File: src/cc20_pkg.sv
package cc20_pkg;

    // state geometry
    localparam int unsigned WORD_W        = 32;
    localparam int unsigned WORDS         = 16;
    localparam int unsigned CTR_W         = 64;
    localparam int unsigned PAIR_W        = 64;
    localparam int unsigned DOUBLE_ROUNDS = 10;

    // quarter-round rotation amounts
    localparam int unsigned ROT_A = 16;
    localparam int unsigned ROT_B = 12;
    localparam int unsigned ROT_C = 8;
    localparam int unsigned ROT_D = 7;

    // fixed constant words 0..3
    localparam logic [WORD_W-1:0] SIGMA_0 = 32'h61707865;
    localparam logic [WORD_W-1:0] SIGMA_1 = 32'h3320646e;
    localparam logic [WORD_W-1:0] SIGMA_2 = 32'h79622d32;
    localparam logic [WORD_W-1:0] SIGMA_3 = 32'h6b206574;

    // configuration register indexes
    localparam int unsigned CFG_INDEX_W = 3;
    localparam logic [CFG_INDEX_W-1:0] CFG_KEY_PAIR_A      = 3'd0;
    localparam logic [CFG_INDEX_W-1:0] CFG_KEY_PAIR_B      = 3'd1;
    localparam logic [CFG_INDEX_W-1:0] CFG_KEY_PAIR_C      = 3'd2;
    localparam logic [CFG_INDEX_W-1:0] CFG_KEY_PAIR_D      = 3'd3;
    localparam logic [CFG_INDEX_W-1:0] CFG_NONCE_LOW_PAIR  = 3'd4;
    localparam logic [CFG_INDEX_W-1:0] CFG_NONCE_HIGH_PAIR = 3'd5;

    // stream widths
    localparam int unsigned S_TDATA_W = 8;

    typedef logic [WORDS-1:0][WORD_W-1:0] word_arr_t;

    // one block in flight: word 0 in the lowest bits, counter on top
    typedef struct packed {
        logic [CTR_W-1:0] ctr;
        word_arr_t        words;
    } beat_t;

    localparam int unsigned M_TDATA_W = $bits(beat_t);

    function automatic logic [WORD_W-1:0] rotl(logic [WORD_W-1:0] v, int unsigned n);
        logic [2*WORD_W-1:0] dbl;
        dbl = {v, v} << n;
        return dbl[2*WORD_W-1:WORD_W];
    endfunction

    // half of a column or diagonal round: all four quarter-rounds, first or second half
    function automatic word_arr_t half_round(word_arr_t s, logic diag, logic second);
        word_arr_t     t;
        logic [1:0]    q2;
        logic [3:0]    ia;
        logic [3:0]    ib;
        logic [3:0]    ic;
        logic [3:0]    id;
        logic [WORD_W-1:0] va;
        logic [WORD_W-1:0] vb;
        logic [WORD_W-1:0] vc;
        logic [WORD_W-1:0] vd;
        t = s;
        for (int unsigned q = 0; q < 4; q++) begin
            q2 = 2'(q);
            ia = {2'd0, q2};
            ib = {2'd1, q2 + {1'b0, diag}};
            ic = {2'd2, q2 + {diag, 1'b0}};
            id = {2'd3, q2 + {diag, diag}};
            va = t[ia] + t[ib];
            vd = rotl(t[id] ^ va, second ? ROT_C : ROT_A);
            vc = t[ic] + vd;
            vb = rotl(t[ib] ^ vc, second ? ROT_D : ROT_B);
            t[ia] = va;
            t[ib] = vb;
            t[ic] = vc;
            t[id] = vd;
        end
        return t;
    endfunction

endpackage

File: src/cc20_out_buf.sv
module cc20_out_buf (
    input  logic            clk,
    input  logic            rst_n,
    input  logic            push,
    input  cc20_pkg::beat_t push_beat,
    input  logic            m_tready,
    output logic            m_tvalid,
    output cc20_pkg::beat_t out_beat,
    output logic            full
);

    logic            out_valid_reg;
    logic            out_valid_next;
    logic            skid_valid_reg;
    logic            skid_valid_next;
    cc20_pkg::beat_t out_beat_reg;
    cc20_pkg::beat_t skid_beat_reg;
    logic            pop;
    logic            load_out_skid;
    logic            load_out_push;
    logic            load_skid;

    assign pop = out_valid_reg & m_tready;

    // output register plus one skid entry
    always_comb
    begin
        out_valid_next  = out_valid_reg;
        skid_valid_next = skid_valid_reg;
        load_out_skid   = 1'b0;
        load_out_push   = 1'b0;
        load_skid       = 1'b0;
        if (skid_valid_reg)
        begin
            if (pop)
            begin
                load_out_skid   = 1'b1;
                skid_valid_next = 1'b0;
            end
        end
        else if (push)
        begin
            if (!out_valid_reg || pop)
            begin
                load_out_push  = 1'b1;
                out_valid_next = 1'b1;
            end
            else
            begin
                load_skid       = 1'b1;
                skid_valid_next = 1'b1;
            end
        end
        else if (pop)
        begin
            out_valid_next = 1'b0;
        end
    end

    // control
    always_ff @(posedge clk or negedge rst_n)
    begin
        if (!rst_n)
        begin
            out_valid_reg  <= 1'b0;
            skid_valid_reg <= 1'b0;
        end
        else
        begin
            out_valid_reg  <= out_valid_next;
            skid_valid_reg <= skid_valid_next;
        end
    end

    // payload
    always_ff @(posedge clk)
    begin
        if (load_out_skid)
        begin
            out_beat_reg <= skid_beat_reg;
        end
        else if (load_out_push)
        begin
            out_beat_reg <= push_beat;
        end
        if (load_skid)
        begin
            skid_beat_reg <= push_beat;
        end
    end

    assign m_tvalid = out_valid_reg;
    assign out_beat = out_beat_reg;
    assign full     = skid_valid_reg;

endmodule

File: config.mk
export PLATFORM = sky130hd
export DESIGN_NAME = cc20_out_buf
export DESIGN_NICKNAME = d
export VERILOG_FILES = /design/src/cc20_pkg.sv /design/src/cc20_out_buf.sv
export SDC_FILE = /design/constraint.sdc
export NUM_CORES = 1
export LEC_CHECK = 0
export ABC_AREA = 0
export BUFFER_PORTS_ARGS = -buffer_cell sky130_fd_sc_hd__buf_2
export CORE_AREA = 4 4 443 445
export CTS_CLUSTER_DIAMETER = 30
export DETAILED_ROUTE_END_ITERATION = 6
export DIE_AREA = 0 0 447 449
export GPL_ROUTABILITY_DRIVEN = 0
export PLACE_DENSITY_LB_ADDON = 0.2
export SLEW_MARGIN = 20
export SYNTH_ARGS = -nofsm -noshare
export SYNTH_HDL_FRONTEND = slang
export SYNTH_SLANG_ARGS = --single-unit
File: constraint.sdc
create_clock -name clk -period 45.8 [get_ports clk]
set_clock_uncertainty 0.2 [all_clocks]
set_input_delay 2.29 -clock clk [delete_from_list [all_inputs] [get_ports clk]]
set_output_delay 2.29 -clock clk [all_outputs]
set_load 0.05 [all_outputs]
# Word-level counts from Yosys, hierarchy flattened
# Cells that the tools add are included.
# classes
n_reduce_logical,5
bitwise,2
muxes,15
eq_ne,1
# ops
operator,n
576-bit 2-to-1 mux,2
1-bit 2-to-1 mux,13
2-bit nonzero test,2
3-bit AND reduction,1
"2-bit by 1-bit != test with 1-bit output, second input constant",1
1-bit bitwise AND,1
1-bit logical NOT,1
1-bit logical OR,1
1-bit inverter,1
# word_totals
elab_cells,59
regBits,1154
inputBits,580
output_inout_bits,578

# Logic depth before layout (Yosys ltp)
# Gate-level depths: netlist (run 1).
# logic_depth
ltp_word,7
ltp_mapped,5
depth_no_buf,2

# Least setup slack after synthesis (run 1)
# OpenSTA, ideal clock, no wires.
# synth_path
kind,in2reg
start,input port m_tready
end,"register skid_beat_reg[0] in the netlist's numbering, enable pin"
setup_ns,2.232
path_buffers,0
t_required_ns,43.368
cell_stages,1
arrival_time_ns,41.710
path_slack_ns,1.658
path_cell_list,nor3_1
# synth_between
elab_chain_len,5
# synth_lines
element,line,source
"start, declared",cc20_out_buf.sv:6,"input logic m_tready,"
1-bit bitwise AND,cc20_out_buf.sv:23,assign pop = out_valid_reg & m_tready;
1-bit logical OR,cc20_out_buf.sv:43,if (!out_valid_reg || pop)
1-bit 2-to-1 mux,cc20_out_buf.sv:43,
1-bit 2-to-1 mux,cc20_out_buf.sv:41,else if (push)
1-bit 2-to-1 mux,cc20_out_buf.sv:33,if (skid_valid_reg)
"end signal, assigned",cc20_out_buf.sv:88,skid_beat_reg <= push_beat;
"end, declared",cc20_out_buf.sv:17,cc20_pkg::beat_t skid_beat_reg;
# Every way passes these cells.
# A chain may end at the register's enable or synchronous reset.

# Worst setup path in the final report (run 1)
# layout_path
start,input port push
end,"register out_beat_reg, in the netlist out_beat[241], enable pin"
# layout_between
elab_chain_len,3
# layout_lines
element,line,source
"start, declared",cc20_out_buf.sv:4,"input logic push,"
1-bit 2-to-1 mux,cc20_out_buf.sv:41,
1-bit 2-to-1 mux,cc20_out_buf.sv:33,
2-bit nonzero test (no source line),-,
"end signal, assigned",cc20_out_buf.sv:80,out_beat_reg <= skid_beat_reg;
"end signal, assigned",cc20_out_buf.sv:84,out_beat_reg <= push_beat;
"end, declared",cc20_out_buf.sv:16,cc20_pkg::beat_t out_beat_reg;
# Every way passes these cells.

==> out/metrics.csv, run 1 <==
stage,metric,value,unit
status,outcome,finished clean,
drt,post-DR vias/cell,3.93,
pwr,Power per Cell Area,81.9,mW/mm^2
placed_design,Area after DPL,0.0504,sq mm
clocking,Clock Path Buffers,4,
floorplanning,io pins,1158,
drt,DRC violations left,0,
global_route,first-pass GRT wire length,193000,um
critical_path,Worst setup EP type,register,
floorplanning,Rows,161,
logic_synthesis,Mean Syn Cell Area,23.2,sq um
cells_and_area,Reg area,0.0346,sq mm
critical_path,Critical Path AT,6410,ps
global_route,number of global-route vias before repair,25500,
critical_path,Startpoint Class,input port,
sta,RSZ-0062 raised after global routing,false,
clocking,Resize count post-CTS,0,
logic_synthesis,Synth Register Bits,1154,
pwr,P_sw,1.72,mW
run,max_cap viols,0,
critical_path,CP required,46090,ps
drt,via count,23800,
logic_synthesis,syn_nets,2384,
floorplanning,Placeable Area,0.192,sq mm
clocking,number of H-tree levels,5,
critical_path,CP max FO,147,
sta,Final Critical Period,6130,ps
drt,Pre-Repair DR Iteration Count,4,
pwr,Max VDD drop,37.4,uV
logic_synthesis,post-synthesis cell count,1804,
worst_hold_path,Hold WC Path Type,reg -> reg,
sta,Least-Margin Pin Slew,1130,ps
sta,Peak Freq,163,MHz
sta,setup_tns,0,ps
cells_and_area,fill count,18900,
drt,Routed wire per std cell,23.1,um
worst_hold_path,Hold Path Cell Cnt,1,
floorplanning,Die Area,0.201,sq mm
logic_synthesis,Synth warnings,0,
critical_path,crit path kind,in -> reg,
drt,1st-iter DRT viols,1230,
clocking,CTS Sinks,1154,
pwr,Reg power frac,31.5,%
sta,Final Hold Fails,0,
sta,Slew HR,24.5,%
logic_synthesis,Cell variety after synth,15,
clocking,clock root buffer,clkbuf_16,
placed_design,Port Buf Inserts,1157,
clocking,clk_lat worst skew,880,ps
global_route,GR Overflow Total,0,
clocking,postcts setup bufs,0,
cells_and_area,area of the multi-input gates,0.00657,sq mm
drt,final wirelength,140000,um
pwr,combinational share of power,25.0,%
pwr,Leakage,23.1,nW
logic_synthesis,synthesized cell area,0.0419,sq mm
sta,Final Cycle Share,13.4,%
sta,final setup fails,0,
clocking,CTS tree,built,
pwr,clock power share,43.4,%
global_route,initial antenna violation count,74,
drt,Final ANT Viol Nets,0,
placed_design,hpwl dp,97800,um
sta,"Slew Viols, Final",0,
logic_synthesis,sequential element share of the synthesized area,82.7,%
clocking,CTS buffer count,327,
pwr,switching share of power,34.4,%
pwr,Internal Power,3.28,mW
critical_path,Reg2Reg Depth,7,
floorplanning,Starting Density,21.8,%
cells_and_area,layout cells sized above 1,63.8,%
global_route,largest net degree at the start of global routing,148,
critical_path,crit-path most repeated cell,buf_4,
critical_path,CP max stage delay,800,ps
clocking,post-cts hold buffer count,0,
cells_and_area,area delta synth->final,45.6,%
critical_path,crit path cell chain,"buf_2, nand2b_1, a2bb2oi_4, buf_12, buf_4, buf_4, buf_4, buf_4",
floorplanning,die width,447,um
critical_path,"Slowest-stage cell, CP",buf_4,
cells_and_area,Final nets,3831,
cells_and_area,cell area after layout,0.0610,sq mm
clocking,CTS clock-pin slew for the worst setup and hold paths,40,ps
floorplanning,die height,449,um
global_route,GRT Resource Usage Total,13.4,%
-- power groups by stage --
stage | clock [mW] | combinational (mW) | sequential [mW]
floorplan | 0 | 0.284 | 2.56
global placement | 0 | 1.28 | 1.59
detailed placement | 0 | 1.28 | 1.59
CTS | 2.22 | 1.28 | 1.58
global route | 2.28 | 1.30 | 1.60
finish | 2.17 | 1.25 | 1.58
-- layout by cell type, fill, tap and decap left out --
| cell | count |
|---|---|
| bufinv_16 | 39 |
| diode_2 | 30 |
| nand2_1 | 1 |
| clkinv_1 | 59 |
| nand2b_1 | 1 |
| clkbuf_16 | 332 |
| o21ai_0 | 1 |
| clkinv_2 | 61 |
| inv_6 | 10 |
| clkinv_4 | 12 |
| dfrtp_1 | 2 |
| clkinv_8 | 1 |
| buf_2 | 1157 |
| nor3_2 | 1 |
| inv_1 | 1 |
| mux2_2 | 576 |
| a21oi_1 | 2 |
| nor2b_1 | 1 |
| clkbuf_1 | 45 |
| a2bb2oi_4 | 1 |
| edfxtp_1 | 1152 |
| inv_16 | 2 |
| nand3_4 | 1 |
| buf_4 | 21 |
| clkinvlp_4 | 16 |
| buf_12 | 4 |
-- metrics by stage --
stage                     utilization, %  setup WS, ps  total power [mW]  hold WS (ps)  std cells
after floorplan                        -          1660              2.85           325       1804
after global placement              26.2         38530              2.88           327       5448
after detailed placement            26.2         38530              2.87           332       5448
after CTS                           31.7         39490              5.08           303       6025
after global routing                31.7         39360              5.18           317       6042
final                               31.8         39670              5.00           293       6055
-- critical path: cells and delay by family --
kind	cells	cell delay, ps
AO/OA/AOI/OAI	1	190
buffers and inverters	6	3580
AND/OR/NAND/NOR	1	130
-- cell usage after synthesis --
cell type     n  area (sq um)
mux2_2      576          6490
nor3_1        1          5.00
nor2b_1       1          6.26
inv_1         1          3.75
buf_2         3          15.0
clkbuf_8     10           138
nand2_1       1          3.75
o21ai_0       1          5.00
a21oi_1       2          10.0
nand3_1       1          5.00
nand2b_1      1          6.26
buf_6        51           574
a2bb2oi_1     1          8.76
dfrtp_1       2          50.1
edfxtp_1   1152         34600
-- path summary, 6_finish.rpt --
path | startpoint | to | slack, ps
max | push | out_beat[241] | 39670
min | skid_beat_reg[258] | out_beat[258] | 290
max reg2reg | full | out_beat[241] | 40600
min reg2reg | skid_beat_reg[258] | out_beat[258] | 290
max in group asynchronous | rst_n | full | 44320
min in group asynchronous | rst_n | full | 990
-- final cells by class --
type / count / share of cell area [%]
antenna: 30 / 0.123
clock buffer: 377 / 13.9
clock inverter: 200 / 3.39
inverter: 1 / 0.00615
multi-input combinational: 585 / 10.8
sequential: 1154 / 56.8
tap: 2526 / 5.18
timing repair buffer: 1182 / 9.88
-- routing by layer --
metal  track usage, %  part of all wire, %  vias up
li1                 -                    -    10300
met1             14.8                   38    12100
met2             22.7                   50      925
met3             5.18                  7.6      377
met4             6.06                  3.9       44
met5                0                 0.21        -
-- cell families after synthesis --
group	count (synthesis)	synth area share, %
compound gates	4	0.0567
buf+inv	65	1.74
flops	1154	82.7
mux	576	15.5
simple gates	5	0.0627
Note: power is estimated with default switching activity, not from simulation.
==> inputs of run 2 (changes only) <==
Settings changed: CORE_AREA 4 4 443 445 to 4 4 444 446, DIE_AREA 0 0 447 449 to 0 0 448 450.
Clock period 45.8 ns to 5.1 ns, I/O delays scaled along.
==> run 2 against run 1 <==
Net effect:
- non-clock buffer count grew 1185
- wire length up 8.4%
- power grew to 9.0 times the previous value
- register-to-register slack got worse by 38000 ps
- worst hold slack lost 250 ps
- sequential share of layout area down 9.1 points
- utilization rose by 6.0 points
- combinational power grew to 9.8 times the previous value
- clock power grew to 8.7 times the previous value
- count of clock-buffer cells in the layout is 2 higher
- first-iteration DRC count is 24% higher
- sequential power rose to 8.9 times the previous value
- critical endpoint is now out_beat[305]
- highest routed layer unchanged
==> out/metrics.csv, run 2 (same netlist as run 1, synthesis figures left out) <==
stage,metric,value,unit,change
clocking,clk_lat worst skew,910,ps,+30 ps
cells_and_area,"most common cell after layout, fill and taps aside",dlygate4sd3_1,,
global_route,largest net degree at the start of global routing,131,,-11%
pwr,Power per Cell Area,622,mW/mm^2,+660%
clocking,number of H-tree levels,5,,unchanged
drt,routed wl met3,11900,um,+13%
drt,final wirelength,151000,um,+8.4%
clocking,Resize count post-CTS,0,,unchanged
drt,post-DR vias/cell,3.90,,-0.76%
critical_path,RR Startpoint,m_tvalid,,
global_route,first-pass GRT wire length,214000,um,+11%
global_route,GR Overflow Total,0,,unchanged
run,max_cap viols,0,,unchanged
critical_path,Critical R2R Capture,out_beat[305],,
critical_path,CP max FO,86,,-41%
cells_and_area,final core utilization,37.7,%,+6.0 points
floorplanning,Placeable Area,0.193,sq mm,+0.21%
sta,"Slew Viols, Final",0,,unchanged
critical_path,CP max stage delay,450,ps,-350 ps
critical_path,R2R setup slack,2390,ps,-38210 ps
clocking,clock root buffer,clkbuf_16,,
critical_path,Startpoint Class,register,,
drt,DRC violations left,0,,unchanged
drt,top layer in use,met5,,
placed_design,hpwl dp,101000,um,+3.3%
pwr,Max VDD drop,344,uV,+820%
floorplanning,die width,448,um,+0.22%
clocking,CTS clock-pin slew for the worst setup and hold paths,40,ps,about the same
cells_and_area,most frequent cells in the layout,"1171 x dlygate4sd3_1, 1157 x buf_2, 1152 x edfxtp_1",,
clocking,CTS buffer count,326,,-0.31%
sta,final setup fails,0,,unchanged
sta,Peak Freq,369,MHz,
critical_path,Worst Setup SP,m_tvalid,,
critical_path,"Slowest-stage cell, CP",buf_4,,
clocking,CTS tree,built,,
pwr,Pwr Total,45.2,mW,+800%
sta,Slew HR,37.7,%,+13 points
cells_and_area,final instance count without filler cells,7230,,+19%
drt,1st-iter DRT viols,1524,,+24%
drt,Pre-Repair DR Iteration Count,5,,+1
cells_and_area,layout cells sized above 1,47.7,%,-16 points
placed_design,Port Buf Inserts,1157,,unchanged
critical_path,Bufs and invs on worst path,2,,-4
sta,Final Critical Period,2710,ps,
critical_path,CP required,5490,ps,-40600 ps
floorplanning,Rows,161,,unchanged
placed_design,Area after DPL,0.0507,sq mm,+0.51%
critical_path,Critical Path AT,3100,ps,-3310 ps
floorplanning,die height,450,um,+0.22%
pwr,Leakage,27.8,nW,+21%
critical_path,crit path cell chain,"nand3_4, buf_12, buf_4, mux2_2",,
global_route,number of global-route vias before repair,30700,,+20%
sta,setup_tns,0,ps,unchanged
sta,Least-Margin Pin Slew,935,ps,-198 ps
cells_and_area,cell area after layout,0.0726,sq mm,+19%
floorplanning,io pins,1158,,unchanged
worst_hold_path,Hold WC Path Type,in -> reg,,
critical_path,Reg2Reg Depth,4,,-3
cells_and_area,area delta synth->final,73.3,%,
sta,Final Cycle Share,53.1,%,
critical_path,Worst setup EP type,register,,
drt,via count,28200,,+18%
critical_path,crit path kind,reg -> reg,,
sta,RSZ-0062 raised after global routing,false,,
cells_and_area,Final nets,5015,,+31%
clocking,CTS Sinks,1154,,unchanged
floorplanning,Die Area,0.202,sq mm,+0.45%
drt,met2 WL,74200,um,+5.8%
critical_path,CP Capture Point,out_beat[305],,
status,outcome,finished clean,,
cells_and_area,fill count,18200,,-3.5%
drt,Final ANT Viol Nets,0,,unchanged
critical_path,Crit path depth,4,,-4
global_route,initial antenna violation count,46,,-38%
clocking,Clock Path Buffers,4,,unchanged
floorplanning,Starting Density,21.8,%,-0.046 points
global_route,GRT Resource Usage Total,14.4,%,+1.1 points
sta,Final Hold Fails,0,,unchanged
critical_path,"delay-heaviest family, CP",buffers and inverters,,
drt,Routed wire per std cell,20.9,um,-9.2%
placed_design,Placed Cells,5462,,+0.26%
drt,Metal-1 WL,57900,um,+8.9%
-- run 2: cell count changes in the layout (fill, tap and decap cells not counted), sizes merged --
cell | previous run | this run
clkbuf | 377 | 379
clkinvlp | 16 | 22
inv | 13 | 12
dlygate4sd3 | 0 | 1171
bufinv | 39 | 28
diode | 30 | 31
buf | 1182 | 1196
clkinv | 133 | 126
-- run 2: final cells by class --
type / count / area, sq um / area share [%]
Multi-Input combinational cell: 585 / 6590 / 9.07
Tap cell: 2526 / 3160 / 4.35
Timing Repair Buffer: 2367 / 18000 / 24.8
Clock inverter: 187 / 1730 / 2.39
Sequential cell: 1154 / 34600 / 47.7
Antenna cell: 31 / 77.6 / 0.107
Inverter: 1 / 3.75 / 0.00517
Clock buffer: 379 / 8420 / 11.6
-- run 2: metrics by stage --
step / hold WS [ps] / worst slack, ps
final: 43.5 / 2390
after global routing: 1.52 / 2210
after floorplan: -241 / -9910
after detailed placement: -145 / 2270
after CTS: 0.0729 / 2280
after global placement: -148 / 2270
-- run 2: routing by layer --
metal / up-vias / GRT usage (%)
met3: 374 / 5.21
met2: 1055 / 23.9
met1: 14000 / 16.4
li1: 12700 / -
met4: 18 / 7.27
met5: - / 0
-- run 2: what timing repair did --
| item | in CTS | in global routing |
|---|---|---|
| hold buffers | 1171 | 0 |
| endpoints found under the hold margin | 1255 | 0 |
| buffers inserted | 0 | 0 |
-- run 2: worst min-delay path by stage --
stage	from	to	slack, ps	cells past startpoint
global route	push_beat[15]	skid_beat_reg[15]	2	2
detailed placement	rst_n	m_tvalid	-140	1
finish	push_beat[15]	skid_beat_reg[15]	40	2
CTS	push_beat[230]	out_beat[230]	0.07	3
global placement	rst_n	m_tvalid	-150	1
floorplan	rst_n	full	-240	0
-- run 2: power by group --
| part | internal (mW) | switching [mW] | leakage, nW |
|---|---|---|---|
| Sequential | 13.5 | 0.653 | 10.8 |
| Combinational | 2.99 | 9.28 | 12.2 |
| Clock | 13.0 | 5.78 | 4.92 |
| Total | 29.5 | 15.7 | 27.8 |
==> inputs of run 3 (changes only) <==
Settings changed: CORE_AREA 4 4 444 446 to 4 4 443 445, DIE_AREA 0 0 448 450 to 0 0 447 449.
Clock period 5.1 ns to 2.5 ns, I/O delays scaled along.
==> run 3 against run 2 <==
Net effect:
- critical path type is now in -> reg
- global-route usage shrank 0.28 points
- sequential power grew 100%
- sequential cell count is the same
- count of clock-buffer cells in the layout down 13
==> out/metrics.csv, run 3 (same netlist as run 1, synthesis figures left out) <==
stage,metric,value,unit,change
drt,Pre-Repair DR Iteration Count,5,,unchanged
clocking,Clock Path Buffers,4,,unchanged
floorplanning,Starting Density,21.8,%,+0.046 points
drt,Routed wire per std cell,20.3,um,-3.1%
sta,Final Hold Fails,0,,unchanged
placed_design,hpwl dp,103000,um,+1.6%
critical_path,Startpoint Class,input port,,
sta,setup_tns,0,ps,unchanged
clocking,Resize count post-CTS,0,,unchanged
critical_path,Critical Path AT,2520,ps,-580 ps
floorplanning,Rows,161,,unchanged
floorplanning,Placeable Area,0.192,sq mm,-0.21%
pwr,Pwr Total,91.0,mW,+100%
clocking,clk_lat worst skew,900,ps,about the same
cells_and_area,cell area after layout,0.0726,sq mm,about the same
critical_path,CP max FO,34,,-60%
cells_and_area,"most common cell after layout, fill and taps aside",dlygate4sd3_1,,
clocking,CTS clock-pin slew for the worst setup and hold paths,40,ps,about the same
floorplanning,Die Area,0.201,sq mm,-0.44%
clocking,post-cts hold buffer count,1159,,-1.0%
cells_and_area,most frequent cells in the layout,"1159 x dlygate4sd3_1, 1157 x buf_2, 1152 x edfxtp_1",,
sta,Peak Freq,456,MHz,
clocking,clock root buffer,clkbuf_16,,
cells_and_area,Final nets,5040,,+0.50%
global_route,first-pass GRT wire length,211000,um,-1.3%
run,max_cap viols,0,,unchanged
floorplanning,die height,449,um,-0.22%
cells_and_area,layout cells sized above 1,48.3,%,+0.58 points
sta,Final Cycle Share,87.7,%,
drt,Final ANT Viol Nets,0,,unchanged
pwr,Leakage,27.9,nW,+0.34%
status,outcome,finished clean,,
worst_hold_path,Hold WC Path Type,in -> reg,,
critical_path,crit path kind,in -> reg,,
placed_design,Placed Cells,5509,,+0.86%
cells_and_area,final core utilization,37.8,%,+0.053 points
clocking,postcts setup bufs,0,,unchanged
placed_design,"worst slack, placed",318,ps,-1950 ps
critical_path,Reg2Reg Depth,4,,unchanged
placed_design,Port Buf Inserts,1157,,unchanged
floorplanning,io pins,1158,,unchanged
clocking,CTS tree,built,,
sta,Worst Hold Slack,69.8,ps,+26.3 ps
clocking,number of H-tree levels,5,,unchanged
sta,"Slew Viols, Final",0,,unchanged
drt,DRC violations left,0,,unchanged
clocking,CTS buffer count,316,,-3.1%
global_route,GRT Resource Usage Total,14.2,%,-0.28 points
global_route,largest net degree at the start of global routing,68,,-48%
sta,RSZ-0062 raised after global routing,false,,
pwr,Power per Cell Area,1250,mW/mm^2,+100%
global_route,GR Overflow Total,0,,unchanged
sta,Final Critical Period,2190,ps,
sta,final setup fails,0,,unchanged
cells_and_area,final instance count without filler cells,7226,,-0.055%
sta,Least-Margin Pin Slew,473,ps,-462 ps
pwr,Max VDD drop,733,uV,+110%
worst_hold_path,min-delay src,push_beat[292],,
clocking,CTS Sinks,1154,,unchanged
cells_and_area,area delta synth->final,73.2,%,about the same
critical_path,CP required,2820,ps,-2670 ps
critical_path,Worst Setup SP,push,,
critical_path,RR Startpoint,full,,
sta,Slew HR,68.5,%,+31 points
critical_path,Worst setup EP type,register,,
sta,Setup WS post-layout,307,ps,-2080 ps
global_route,initial antenna violation count,20,,-57%
global_route,number of global-route vias before repair,30500,,-0.48%
floorplanning,die width,447,um,-0.22%
drt,1st-iter DRT viols,1427,,-6.4%
drt,final wirelength,147000,um,-3.1%
placed_design,Area after DPL,0.0513,sq mm,+1.2%
drt,via count,28000,,-0.92%
drt,post-DR vias/cell,3.87,,-0.87%
worst_hold_path,Hold Path Cell Cnt,3,,+1
-- run 3: worst paths after layout --
check                           endpoint  slack, ps
max                        out_beat[220]        310
min reg2reg                out_beat[263]        290
max in group asynchronous       m_tvalid       1350
min in group asynchronous           full        610
min                        out_beat[292]         70
max reg2reg                out_beat[220]        380
-- run 3: power breakdown --
part	internal (mW)	total [mW]	switching, mW
clock network	25.0	36.5	11.5
registers	27.4	28.8	1.37
logic	6.65	25.6	19.0
total	59.1	91.0	31.8
-- run 3: per-layer routing --
metal / share of wire, % / routed length (um) / global-route usage, %
met2: 50 / 73600 / 24.3
met3: 6.8 / 10000 / 4.60
met1: 40 / 58800 / 16.5
met5: 0.018 / 27 / 0
met4: 2.8 / 4150 / 5.12
-- run 3: critical path, stage by stage --
cell	delay, ps
dlygate4sd3_1	580
buf_2	120
dlygate4sd3_1	610
nand2b_4	90
a2bb2oi_4	300
buf_12	270
buf_4	360
-- run 3: layout make-up --
cell class	instances	area (sq um)
fill	18200	120000
sequential	1154	34600
timing repair buffer	2402	18500
clock buffer	366	8140
multi-input combinational	585	6590
tap	2526	3160
clock inverter	175	1510
antenna	17	42.5
inverter	1	3.75
